<file path="src/hdl/fpsa_pkg.sv">
// Shared types, codes and constants of the fit policy segment allocator.
package fpsa_pkg;

	localparam int MAX_SEGMENTS_DEF = 64;
	localparam logic [15:0] ARENA_RESET = 16'd1024;

	localparam logic [1:0] POL_FIRST = 2'd0;
	localparam logic [1:0] POL_BEST  = 2'd1;
	localparam logic [1:0] POL_WORST = 2'd2;
	localparam logic [1:0] POL_NEXT  = 2'd3;

	localparam logic REG_POLICY = 1'b0;
	localparam logic REG_ARENA  = 1'b1;

	localparam logic CMD_ALLOC = 1'b0;
	localparam logic CMD_FREE  = 1'b1;

	typedef enum logic [1:0] {
		ST_OK      = 2'd0,
		ST_NOFIT   = 2'd1,
		ST_FULL    = 2'd2,
		ST_BADFREE = 2'd3
	} status_t;

	typedef struct packed {
		logic [15:0] offset;
		logic [15:0] size;
		logic        used;
	} seg_t;

	typedef struct packed {
		logic    init_wr;
		logic    load;
		logic    scan;
		logic    alloc_prep;
		logic    free_rd;
		logic    free_cap;
		logic    free_merge;
		logic    shift;
		logic    alloc_w1;
		logic    alloc_w2;
		logic    nfp_clear;
		logic    res_valid;
		status_t res_status;
	} ctl_t;

	typedef struct packed {
		logic scan_done;
		logic found;
		logic zero_req;
		logic split;
		logic full;
		logic is_free;
		logic has_next;
		logic shift_done;
		logic pol_next;
	} sts_t;

endpackage

</file>
<file path="src/hdl/fit_policy_segment_allocator.sv">
// Top level of the fit policy segment allocator.
//
//  channel | handshake                 | word
//  --------+---------------------------+-------------------------------------------
//  request | start, accepted when !busy| cmd, request_size, block_offset
//  result  | done, one cycle strobe    | status, granted_offset
//  config  | cfg_valid, cfg_ready      | cfg_index, cfg_data
//
// Busy covers a scan of the segment table, a decision state, and then the table reads and
// writes and the shift of the later entries that the free or alloc path needs.
// The result strobe comes in the same cycle that busy drops. The segment memory has one
// read and one write port and is read one entry per cycle, so the time busy grows with the
// number of segments. After reset the block writes the initial hole before it accepts
// a word. The receiver cannot stall; each result is shown for exactly one cycle.
module fit_policy_segment_allocator #(
	parameter int MAX_SEGMENTS = fpsa_pkg::MAX_SEGMENTS_DEF
) (
	input  logic        clk,
	input  logic        arst_n,
	input  logic        start,
	output logic        busy,
	input  logic        cmd,
	input  logic [15:0] request_size,
	input  logic [15:0] block_offset,
	output logic        done,
	output logic [1:0]  status,
	output logic [15:0] granted_offset,
	input  logic        cfg_valid,
	output logic        cfg_ready,
	input  logic        cfg_index,
	input  logic [15:0] cfg_data
);
	import fpsa_pkg::*;

	ctl_t ctl;
	sts_t sts;
	logic cfg_we;

	assign cfg_ready = 1'b1;
	assign cfg_we    = cfg_valid && cfg_ready;

	fpsa_ctrl u_ctrl (
		.clk    (clk),
		.arst_n (arst_n),
		.start  (start),
		.busy   (busy),
		.sts    (sts),
		.ctl    (ctl)
	);

	fpsa_datapath #(
		.MAX_SEGMENTS (MAX_SEGMENTS)
	) u_datapath (
		.clk            (clk),
		.arst_n         (arst_n),
		.ctl            (ctl),
		.sts            (sts),
		.cfg_we         (cfg_we),
		.cfg_index      (cfg_index),
		.cfg_data       (cfg_data),
		.cmd            (cmd),
		.request_size   (request_size),
		.block_offset   (block_offset),
		.done           (done),
		.status         (status),
		.granted_offset (granted_offset)
	);

endmodule

</file>
<file path="src/hdl/fpsa_datapath.sv">
// Datapath of the allocator: segment memory, scan, shift engine and result registers.
module fpsa_datapath #(
	parameter int MAX_SEGMENTS = fpsa_pkg::MAX_SEGMENTS_DEF
) (
	input  logic           clk,
	input  logic           arst_n,
	input  fpsa_pkg::ctl_t ctl,
	output fpsa_pkg::sts_t sts,
	input  logic           cfg_we,
	input  logic           cfg_index,
	input  logic [15:0]    cfg_data,
	input  logic           cmd,
	input  logic [15:0]    request_size,
	input  logic [15:0]    block_offset,
	output logic           done,
	output logic [1:0]     status,
	output logic [15:0]    granted_offset
);
	import fpsa_pkg::*;

	localparam int IW = (MAX_SEGMENTS > 1) ? $clog2(MAX_SEGMENTS) : 1;
	localparam int CW = $clog2(MAX_SEGMENTS + 1);

	seg_t mem_q [MAX_SEGMENTS];
	seg_t rd_data_s1;
	logic          wr_en;
	logic [IW-1:0] wr_addr;
	seg_t          wr_data;
	logic [IW-1:0] rd_addr;

	logic [1:0]    policy_q;
	logic [15:0]   arena_q;
	logic [CW-1:0] count_q;
	logic [IW-1:0] nfp_q;

	logic          is_free_q;
	logic [15:0]   req_q;
	logic [15:0]   off_q;

	logic [IW-1:0] sidx_q;
	logic [CW-1:0] steps_q;
	logic          sv_s1;

	logic          found_q;
	logic [IW-1:0] pick_idx_q;
	seg_t          pick_q;
	seg_t          prev_q;
	seg_t          last_q;
	seg_t          next_q;

	logic [IW-1:0] sh_rd_q;
	logic [CW-1:0] sh_left_q;
	logic          sh_up_q;
	logic [1:0]    sh_del_q;
	logic          shv_s1;
	logic [IW-1:0] shsrc_s1;

	logic          done_q;
	logic [1:0]    status_q;
	logic [15:0]   granted_q;

	logic          fits, take, early, split, has_next;
	logic [CW-1:0] sidx_inc;
	logic [IW-1:0] start_idx;
	logic          mn, mp;
	logic [15:0]   cur_sz;
	seg_t          merged;
	logic [IW-1:0] base;
	logic [CW-1:0] src0, moves;
	logic [1:0]    del;
	logic [IW-1:0] nfp1, nfp2, nfp_alloc;
	logic [CW-1:0] nfp_after;

	always_ff @(posedge clk) begin
		if (wr_en) begin
			mem_q[wr_addr] <= wr_data;
		end
		rd_data_s1 <= mem_q[rd_addr];
	end

	assign fits     = !rd_data_s1.used && (rd_data_s1.size >= req_q);
	assign early    = is_free_q || (policy_q == POL_FIRST) || (policy_q == POL_NEXT);
	assign split    = pick_q.size != req_q;
	assign has_next = (CW'(pick_idx_q) + CW'(1)) < count_q;
	assign sidx_inc = CW'(sidx_q) + CW'(1);
	assign start_idx = (policy_q == POL_NEXT && cmd == CMD_ALLOC && CW'(nfp_q) < count_q) ?
		nfp_q : '0;

	always_comb begin
		if (is_free_q) begin
			take = rd_data_s1.used && rd_data_s1.offset == off_q && !found_q;
		end else begin
			case (policy_q)
				POL_BEST:  take = fits && (!found_q || rd_data_s1.size < pick_q.size);
				POL_WORST: take = fits && (!found_q || rd_data_s1.size > pick_q.size);
				default:   take = fits && !found_q;
			endcase
		end
	end

	assign mn     = has_next && !next_q.used;
	assign mp     = (pick_idx_q != '0) && !prev_q.used;
	assign cur_sz = pick_q.size + (mn ? next_q.size : 16'd0);
	assign base   = mp ? pick_idx_q - IW'(1) : pick_idx_q;
	assign src0   = CW'(pick_idx_q) + CW'(1) + CW'(mn);
	assign moves  = (mn || mp) ? count_q - src0 : '0;
	assign del    = {1'b0, mn} + {1'b0, mp};
	assign nfp1   = (mn && CW'(nfp_q) >= CW'(pick_idx_q) + CW'(1)) ? nfp_q - IW'(1) : nfp_q;
	assign nfp2   = (mp && nfp1 >= pick_idx_q) ? nfp1 - IW'(1) : nfp1;

	always_comb begin
		if (mp) begin
			merged = '{offset: prev_q.offset, size: prev_q.size + cur_sz, used: 1'b0};
		end else begin
			merged = '{offset: pick_q.offset, size: cur_sz, used: 1'b0};
		end
	end

	assign nfp_after = CW'(pick_idx_q) + (split ? CW'(2) : CW'(1));

	always_comb begin
		if (policy_q == POL_NEXT) begin
			nfp_alloc = has_next ? nfp_after[IW-1:0] : '0;
		end else if (split && nfp_q > pick_idx_q) begin
			nfp_alloc = nfp_q + IW'(1);
		end else begin
			nfp_alloc = nfp_q;
		end
	end

	always_comb begin
		if (ctl.free_rd) begin
			rd_addr = pick_idx_q + IW'(1);
		end else if (ctl.shift) begin
			rd_addr = sh_rd_q;
		end else begin
			rd_addr = sidx_q;
		end
	end

	always_comb begin
		wr_en   = 1'b0;
		wr_addr = '0;
		wr_data = '0;
		if (cfg_we && cfg_index == REG_ARENA) begin
			wr_en   = 1'b1;
			wr_data = '{offset: 16'd0, size: cfg_data, used: 1'b0};
		end else if (ctl.init_wr) begin
			wr_en   = 1'b1;
			wr_data = '{offset: 16'd0, size: arena_q, used: 1'b0};
		end else if (ctl.shift && shv_s1) begin
			wr_en   = 1'b1;
			wr_addr = sh_up_q ? shsrc_s1 + IW'(1) : shsrc_s1 - IW'(sh_del_q);
			wr_data = rd_data_s1;
		end else if (ctl.free_merge) begin
			wr_en   = 1'b1;
			wr_addr = base;
			wr_data = merged;
		end else if (ctl.alloc_w1) begin
			wr_en   = 1'b1;
			wr_addr = pick_idx_q + IW'(1);
			wr_data = '{offset: pick_q.offset + req_q, size: pick_q.size - req_q, used: 1'b0};
		end else if (ctl.alloc_w2) begin
			wr_en   = 1'b1;
			wr_addr = pick_idx_q;
			wr_data = '{offset: pick_q.offset, size: req_q, used: 1'b1};
		end
	end

	always_ff @(posedge clk or negedge arst_n) begin
		if (!arst_n) begin
			policy_q  <= POL_FIRST;
			arena_q   <= ARENA_RESET;
			count_q   <= CW'(1);
			nfp_q     <= '0;
			steps_q   <= '0;
			sv_s1     <= 1'b0;
			found_q   <= 1'b0;
			sh_left_q <= '0;
			shv_s1    <= 1'b0;
			done_q    <= 1'b0;
		end else begin
			if (cfg_we && cfg_index == REG_POLICY) begin
				policy_q <= cfg_data[1:0];
			end
			if (cfg_we && cfg_index == REG_ARENA) begin
				arena_q <= cfg_data;
				count_q <= CW'(1);
				nfp_q   <= '0;
			end

			if (ctl.load) begin
				steps_q <= count_q;
				sv_s1   <= 1'b0;
				found_q <= 1'b0;
			end else if (ctl.scan) begin
				if (steps_q != '0) begin
					sv_s1   <= 1'b1;
					steps_q <= steps_q - CW'(1);
				end else begin
					sv_s1 <= 1'b0;
				end
				if (sv_s1 && take) begin
					found_q <= 1'b1;
				end
			end

			if (ctl.alloc_prep) begin
				sh_left_q <= split ? count_q - CW'(1) - CW'(pick_idx_q) : '0;
				shv_s1    <= 1'b0;
			end else if (ctl.free_merge) begin
				sh_left_q <= moves;
				shv_s1    <= 1'b0;
				nfp_q     <= nfp2;
				count_q   <= count_q - CW'(del);
			end else if (ctl.shift) begin
				if (sh_left_q != '0) begin
					shv_s1    <= 1'b1;
					sh_left_q <= sh_left_q - CW'(1);
				end else begin
					shv_s1 <= 1'b0;
				end
			end

			if (ctl.alloc_w2) begin
				nfp_q   <= nfp_alloc;
				count_q <= count_q + CW'(split);
			end
			if (ctl.nfp_clear) begin
				nfp_q <= '0;
			end

			done_q <= ctl.res_valid;
		end
	end

	always_ff @(posedge clk) begin
		if (ctl.load) begin
			is_free_q <= cmd != CMD_ALLOC;
			req_q     <= request_size;
			off_q     <= block_offset;
			sidx_q    <= start_idx;
		end else if (ctl.scan) begin
			if (steps_q != '0) begin
				sidx_q <= (sidx_inc == count_q) ? '0 : sidx_inc[IW-1:0];
			end
			if (sv_s1) begin
				last_q <= rd_data_s1;
				if (take) begin
					pick_idx_q <= (sidx_q == '0) ? IW'(count_q - CW'(1)) : sidx_q - IW'(1);
					pick_q     <= rd_data_s1;
					prev_q     <= last_q;
				end
			end
		end
		if (ctl.free_cap) begin
			next_q <= rd_data_s1;
		end
		if (ctl.alloc_prep) begin
			sh_up_q <= 1'b1;
			sh_rd_q <= IW'(count_q - CW'(1));
		end else if (ctl.free_merge) begin
			sh_up_q  <= 1'b0;
			sh_rd_q  <= src0[IW-1:0];
			sh_del_q <= del;
		end else if (ctl.shift && sh_left_q != '0) begin
			shsrc_s1 <= sh_rd_q;
			sh_rd_q  <= sh_up_q ? sh_rd_q - IW'(1) : sh_rd_q + IW'(1);
		end
		if (ctl.res_valid) begin
			status_q  <= ctl.res_status;
			granted_q <= (ctl.res_status == ST_OK && !is_free_q) ? pick_q.offset : 16'd0;
		end
	end

	assign sts.scan_done  = (steps_q == '0 && !sv_s1) || (early && found_q);
	assign sts.found      = found_q;
	assign sts.zero_req   = req_q == 16'd0;
	assign sts.split      = split;
	assign sts.full       = split && (count_q >= CW'(MAX_SEGMENTS));
	assign sts.is_free    = is_free_q;
	assign sts.has_next   = has_next;
	assign sts.shift_done = (sh_left_q == '0) && !shv_s1;
	assign sts.pol_next   = policy_q == POL_NEXT;

	assign done           = done_q;
	assign status         = status_q;
	assign granted_offset = granted_q;

endmodule

</file>
<file path="src/hdl/fpsa_ctrl.sv">
// Controller state machine that sequences scan, shift and table updates.
module fpsa_ctrl (
	input  logic           clk,
	input  logic           arst_n,
	input  logic           start,
	output logic           busy,
	input  fpsa_pkg::sts_t sts,
	output fpsa_pkg::ctl_t ctl
);
	import fpsa_pkg::*;

	typedef enum logic [9:0] {
		S_INIT   = 10'b0000000001,
		S_IDLE   = 10'b0000000010,
		S_SCAN   = 10'b0000000100,
		S_DECIDE = 10'b0000001000,
		S_FRD    = 10'b0000010000,
		S_FCAP   = 10'b0000100000,
		S_FMERGE = 10'b0001000000,
		S_SHIFT  = 10'b0010000000,
		S_AW1    = 10'b0100000000,
		S_AW2    = 10'b1000000000
	} state_t;

	state_t state_q, state_d;

	always_comb begin
		state_d = state_q;
		ctl     = '0;
		case (state_q)
			S_INIT: begin
				ctl.init_wr = 1'b1;
				state_d     = S_IDLE;
			end
			S_IDLE: begin
				if (start) begin
					ctl.load = 1'b1;
					state_d  = S_SCAN;
				end
			end
			S_SCAN: begin
				ctl.scan = 1'b1;
				if (sts.scan_done) begin
					state_d = S_DECIDE;
				end
			end
			S_DECIDE: begin
				if (sts.is_free) begin
					if (!sts.found) begin
						ctl.res_valid  = 1'b1;
						ctl.res_status = ST_BADFREE;
						state_d        = S_IDLE;
					end else if (sts.has_next) begin
						state_d = S_FRD;
					end else begin
						state_d = S_FMERGE;
					end
				end else if (sts.zero_req || !sts.found) begin
					ctl.res_valid  = 1'b1;
					ctl.res_status = ST_NOFIT;
					ctl.nfp_clear  = !sts.zero_req && sts.pol_next;
					state_d        = S_IDLE;
				end else if (sts.full) begin
					ctl.res_valid  = 1'b1;
					ctl.res_status = ST_FULL;
					state_d        = S_IDLE;
				end else begin
					ctl.alloc_prep = 1'b1;
					state_d        = S_SHIFT;
				end
			end
			S_FRD: begin
				ctl.free_rd = 1'b1;
				state_d     = S_FCAP;
			end
			S_FCAP: begin
				ctl.free_cap = 1'b1;
				state_d      = S_FMERGE;
			end
			S_FMERGE: begin
				ctl.free_merge = 1'b1;
				state_d        = S_SHIFT;
			end
			S_SHIFT: begin
				ctl.shift = 1'b1;
				if (sts.shift_done) begin
					if (sts.is_free) begin
						ctl.res_valid  = 1'b1;
						ctl.res_status = ST_OK;
						state_d        = S_IDLE;
					end else if (sts.split) begin
						state_d = S_AW1;
					end else begin
						state_d = S_AW2;
					end
				end
			end
			S_AW1: begin
				ctl.alloc_w1 = 1'b1;
				state_d      = S_AW2;
			end
			S_AW2: begin
				ctl.alloc_w2   = 1'b1;
				ctl.res_valid  = 1'b1;
				ctl.res_status = ST_OK;
				state_d        = S_IDLE;
			end
			default: begin
				state_d = S_IDLE;
			end
		endcase
	end

	always_ff @(posedge clk or negedge arst_n) begin
		if (!arst_n) begin
			state_q <= S_INIT;
		end else begin
			state_q <= state_d;
		end
	end

	assign busy = state_q != S_IDLE;

endmodule

</file>
<file path="config.mk">
export PLATFORM = sky130hd
export DESIGN_NAME = fit_policy_segment_allocator
export DESIGN_NICKNAME = d
export VERILOG_FILES = /design/src/hdl/fpsa_pkg.sv /design/src/hdl/fit_policy_segment_allocator.sv /design/src/hdl/fpsa_datapath.sv /design/src/hdl/fpsa_ctrl.sv
export SDC_FILE = /design/constraint.sdc
export NUM_CORES = 2
export LEC_CHECK = 0
export BUFFER_PORTS_ARGS = -buffer_cell sky130_fd_sc_hd__buf_4
export CORE_MARGIN = 8
export CORE_UTILIZATION = 43
export CTS_CLUSTER_DIAMETER = 120
export DETAILED_ROUTE_END_ITERATION = 12
export PLACE_DENSITY = 0.58
export SYNTH_ARGS = -nofsm -noshare
export SYNTH_HDL_FRONTEND = slang
export SYNTH_SLANG_ARGS = --single-unit
</file>
<file path="constraint.sdc">
create_clock -name clk -period 25.2 [get_ports clk]
set_input_delay 2.52 -clock clk [delete_from_list [all_inputs] [get_ports clk]]
set_output_delay 2.52 -clock clk [all_outputs]
set_load 0.01 [all_outputs]
</file>
==> impl_metrics.ini <==
[status]
status = complete, no violations

[grt]
grt_max_degree = 130
grt_util_all_layers_pct = 24.9
antenna_found_initial = 24
grt_pass1_vias = 60700
grt_pass1_wl_um = 445000
overflow = 0

[worst_hold_path]
min_path_type = register to register

[yosys]
synth_top_family_by_area = simple AND/OR/NAND/NOR gates
synth_edf_count = 2304
synthAdderAreaFrac_pct = 2.38
avgSynthCellArea_um2 = 13.5
syn_nets = 7541
ys_seq_area_share_pct = 72.1
yosys.area.top_type_share_pct = 69.9
synth_mux_area_share_pct = 3.03
synth_area_um2 = 99000
yosys.area_share.simple_pct = 12.4
ys_types = 77
postSynthCellCount = 7305
synthTopCellsByArea = edfxtp_1, nand2_1, mux2i_1
ys_ff_latch = 2397
synth_xor_area_share_pct = 1.22
synth_common_cells = edfxtp_1, nand2_1, nand3_1
yosysMostFrequentCell = edfxtp_1
yosysTopAreaCell = edfxtp_1
synth_compound_area_share_pct = 6.59
async_reset_ff_share_pct = 2.46
synth_ff_type = edfxtp_1
yosys_warnings = 0

[routing]
wl_met1_um = 132000
drc = 0
wl_met2_um = 146000
drtPass1Iterations = 6
vias = 63600
wl_um = 314000
drtIter0Drc = 7995
vias_per_cell = 5.97
maxUsedRoutingLayer = met5
wl_per_cell_um = 29.4
detail-route-antenna-nets = 0
met3RoutedLength_um = 27000

[power]
p_leak_uw = 0.0403
powerDensity_nw_per_um2 = 84.4
pwr-share-seq_pct = 48.8
p_switching_uw = 2600
p_int_uw = 6860
swShare_pct = 27.5
power_frac_comb_pct = 13.0
vdd_drop_max_uv = 69.8
p_clk_share_pct = 38.3

[timing]
period_minus_slack_ns = 8.18
setup_viol = 0
fin_hold_ws_ns = 0.407
timing.final.crit_share_pct = 32.5
rsz0062_at_grt = false
hold_viol_final = 0
fmax_mhz = 122
finalClockSkew_ns = 0.0389
relSlewSlack_pct = 3.25
fin_setup_tns_ns = 0
worst_pin_slew_ns = 1.44
maxSlewViolCount = 0

[die]
rows = 176
die_h_um = 496
start_util_pct = 43.1
dieArea_um2 = 246000
die_x_um = 496
io_pins = 75
core_area_um2 = 229000

[place]
dp_hpwl_um = 175000
place_inst = 10200
globalplace.congestion = 0.908
placed_area_um2 = 104000
port-buffer-count = 73

[clock_network]
clock_latency_ns = 0.89
cts_buffers = 240
ctsLongestPathBuffers = 3
cts.htree.levels = 4
cts_tree = built
cts.clk_slew.worst_paths_ns = 0.06
post_cts_buffers = 0
root_buffer = clkbuf_16
clock_sinks = 2397
cts_hold_buf = 0
cts_resized = 0

[critical_path]
slowest_stage = edfxtp_1
max_stage_delay_ns = 0.93
cp.arrival_ns = 8.74
path_class = register to register
required_ns = 25.76
start_kind = register
critical_path.max_fanout = 64
endpoint_kind = register

[cells_and_area]
drive_gt1_share_pct = 9.98
area_growth_pct = 13.3
design_area_um2 = 112000
final_nets = 7646
finalNonFillerCells = 10700

[job]
maxCapViolCount = 0
[cell type report]
class                           count  area [um2]
Timing Repair Buffer              272        2150
Tap cell                         3026        3790
Multi-Input combinational cell   4388       26400
Antenna cell                       10        25.0
Fill cell                       19700      117000
Clock buffer                      321        6550
Clock inverter                    133        1490
Inverter                          111         417
Sequential cell                  2397       71300
[routing by layer]
metal	track usage [%]	up-vias
li1	-	27700
met1	35.0	32600
met2	39.8	2951
met3	4.60	476
met4	6.89	8
met5	0	-
[critical path: cells and delay by family, from the launching register on]
family / cells / cell delay (ns)
buf+inv: 3 / 1.00
simple gates: 5 / 0.65
compound gates: 14 / 2.95
fa+ha+maj: 5 / 1.88
xor+xnor: 2 / 0.31
flops: 1 / 0.93
[sequential cells by signal, summed over array words and instances (netlist names), 17 cells and up]
signal and flops:
u_datapath.next_q 17, u_datapath.pick_q 32, u_datapath.last_q 33, u_datapath.rd_data_s1 33, u_datapath.mem_q 2112, u_datapath.prev_q 33
[cell families (layout without fill, tap and decap cells)]
family                   Yosys count  after routing
adder cells (fa/ha/maj)          182            182
AND/OR/NAND/NOR                 2825           2825
multiplexers                     298            298
other                              2             12
buffers and inverters            520            837
flip-flops                      2397           2397
XOR/XNOR                         136            136
AO/OA/AOI/OAI                    945            945
[power groups by stage]
stage | Combinational [uW] | Sequential [uW] | Clock, uW
floorplan | 726 | 4590 | 0
global placement | 1200 | 4700 | 0
detailed placement | 1210 | 4700 | 0
CTS | 1220 | 4610 | 3670
global route | 1300 | 4610 | 3820
finish | 1230 | 4610 | 3620
[cell usage in the layout (no fill, tap or decap), types with 104 or more instances in the layout]
master | synthesis | routed
edfxtp_1 | 2304 | 2304
nand4_1 | 121 | 121
mux2i_1 | 296 | 296
o21ai_0 | 137 | 132
a21oi_1 | 132 | 118
inv_1 | 107 | 106
a31oi_1 | 251 | 247
buf_4 | 25 | 263
nor2_1 | 171 | 104
clkbuf_16 | 0 | 243
nand3_1 | 528 | 524
nand2_1 | 1726 | 1725
a32oi_1 | 163 | 162
ha_1 | 172 | 172
[metrics by stage]
stage	power, uW	utilization, %	setup slack (ns)
after global placement	5900	45.3	17.15
after detailed placement	5910	45.4	17.28
after global routing	9730	48.9	16.51
final	9460	48.9	17.02
after CTS	9500	48.9	17.19
after floorplan	5320	-	16.33
[worst paths after layout]
check / slack (ns) / start / end / cells after the start
worst max-delay path: 17.02 / u_datapath.pick_idx_q[0] / u_datapath.mem_q[3][15] / 29
worst min-delay path: 0.41 / u_datapath.last_q[21] / u_datapath.prev_q[21] / 0
worst max register to register: 17.02 / u_datapath.pick_idx_q[0] / u_datapath.mem_q[3][15] / 29
worst min register to register: 0.41 / u_datapath.last_q[21] / u_datapath.prev_q[21] / 0
max in group asynchronous: 22.72 / arst_n / u_datapath.arena_q[1] / 1
min in group asynchronous: 1.79 / arst_n / u_datapath.done / 1
(Power assumes the default switching activity.)
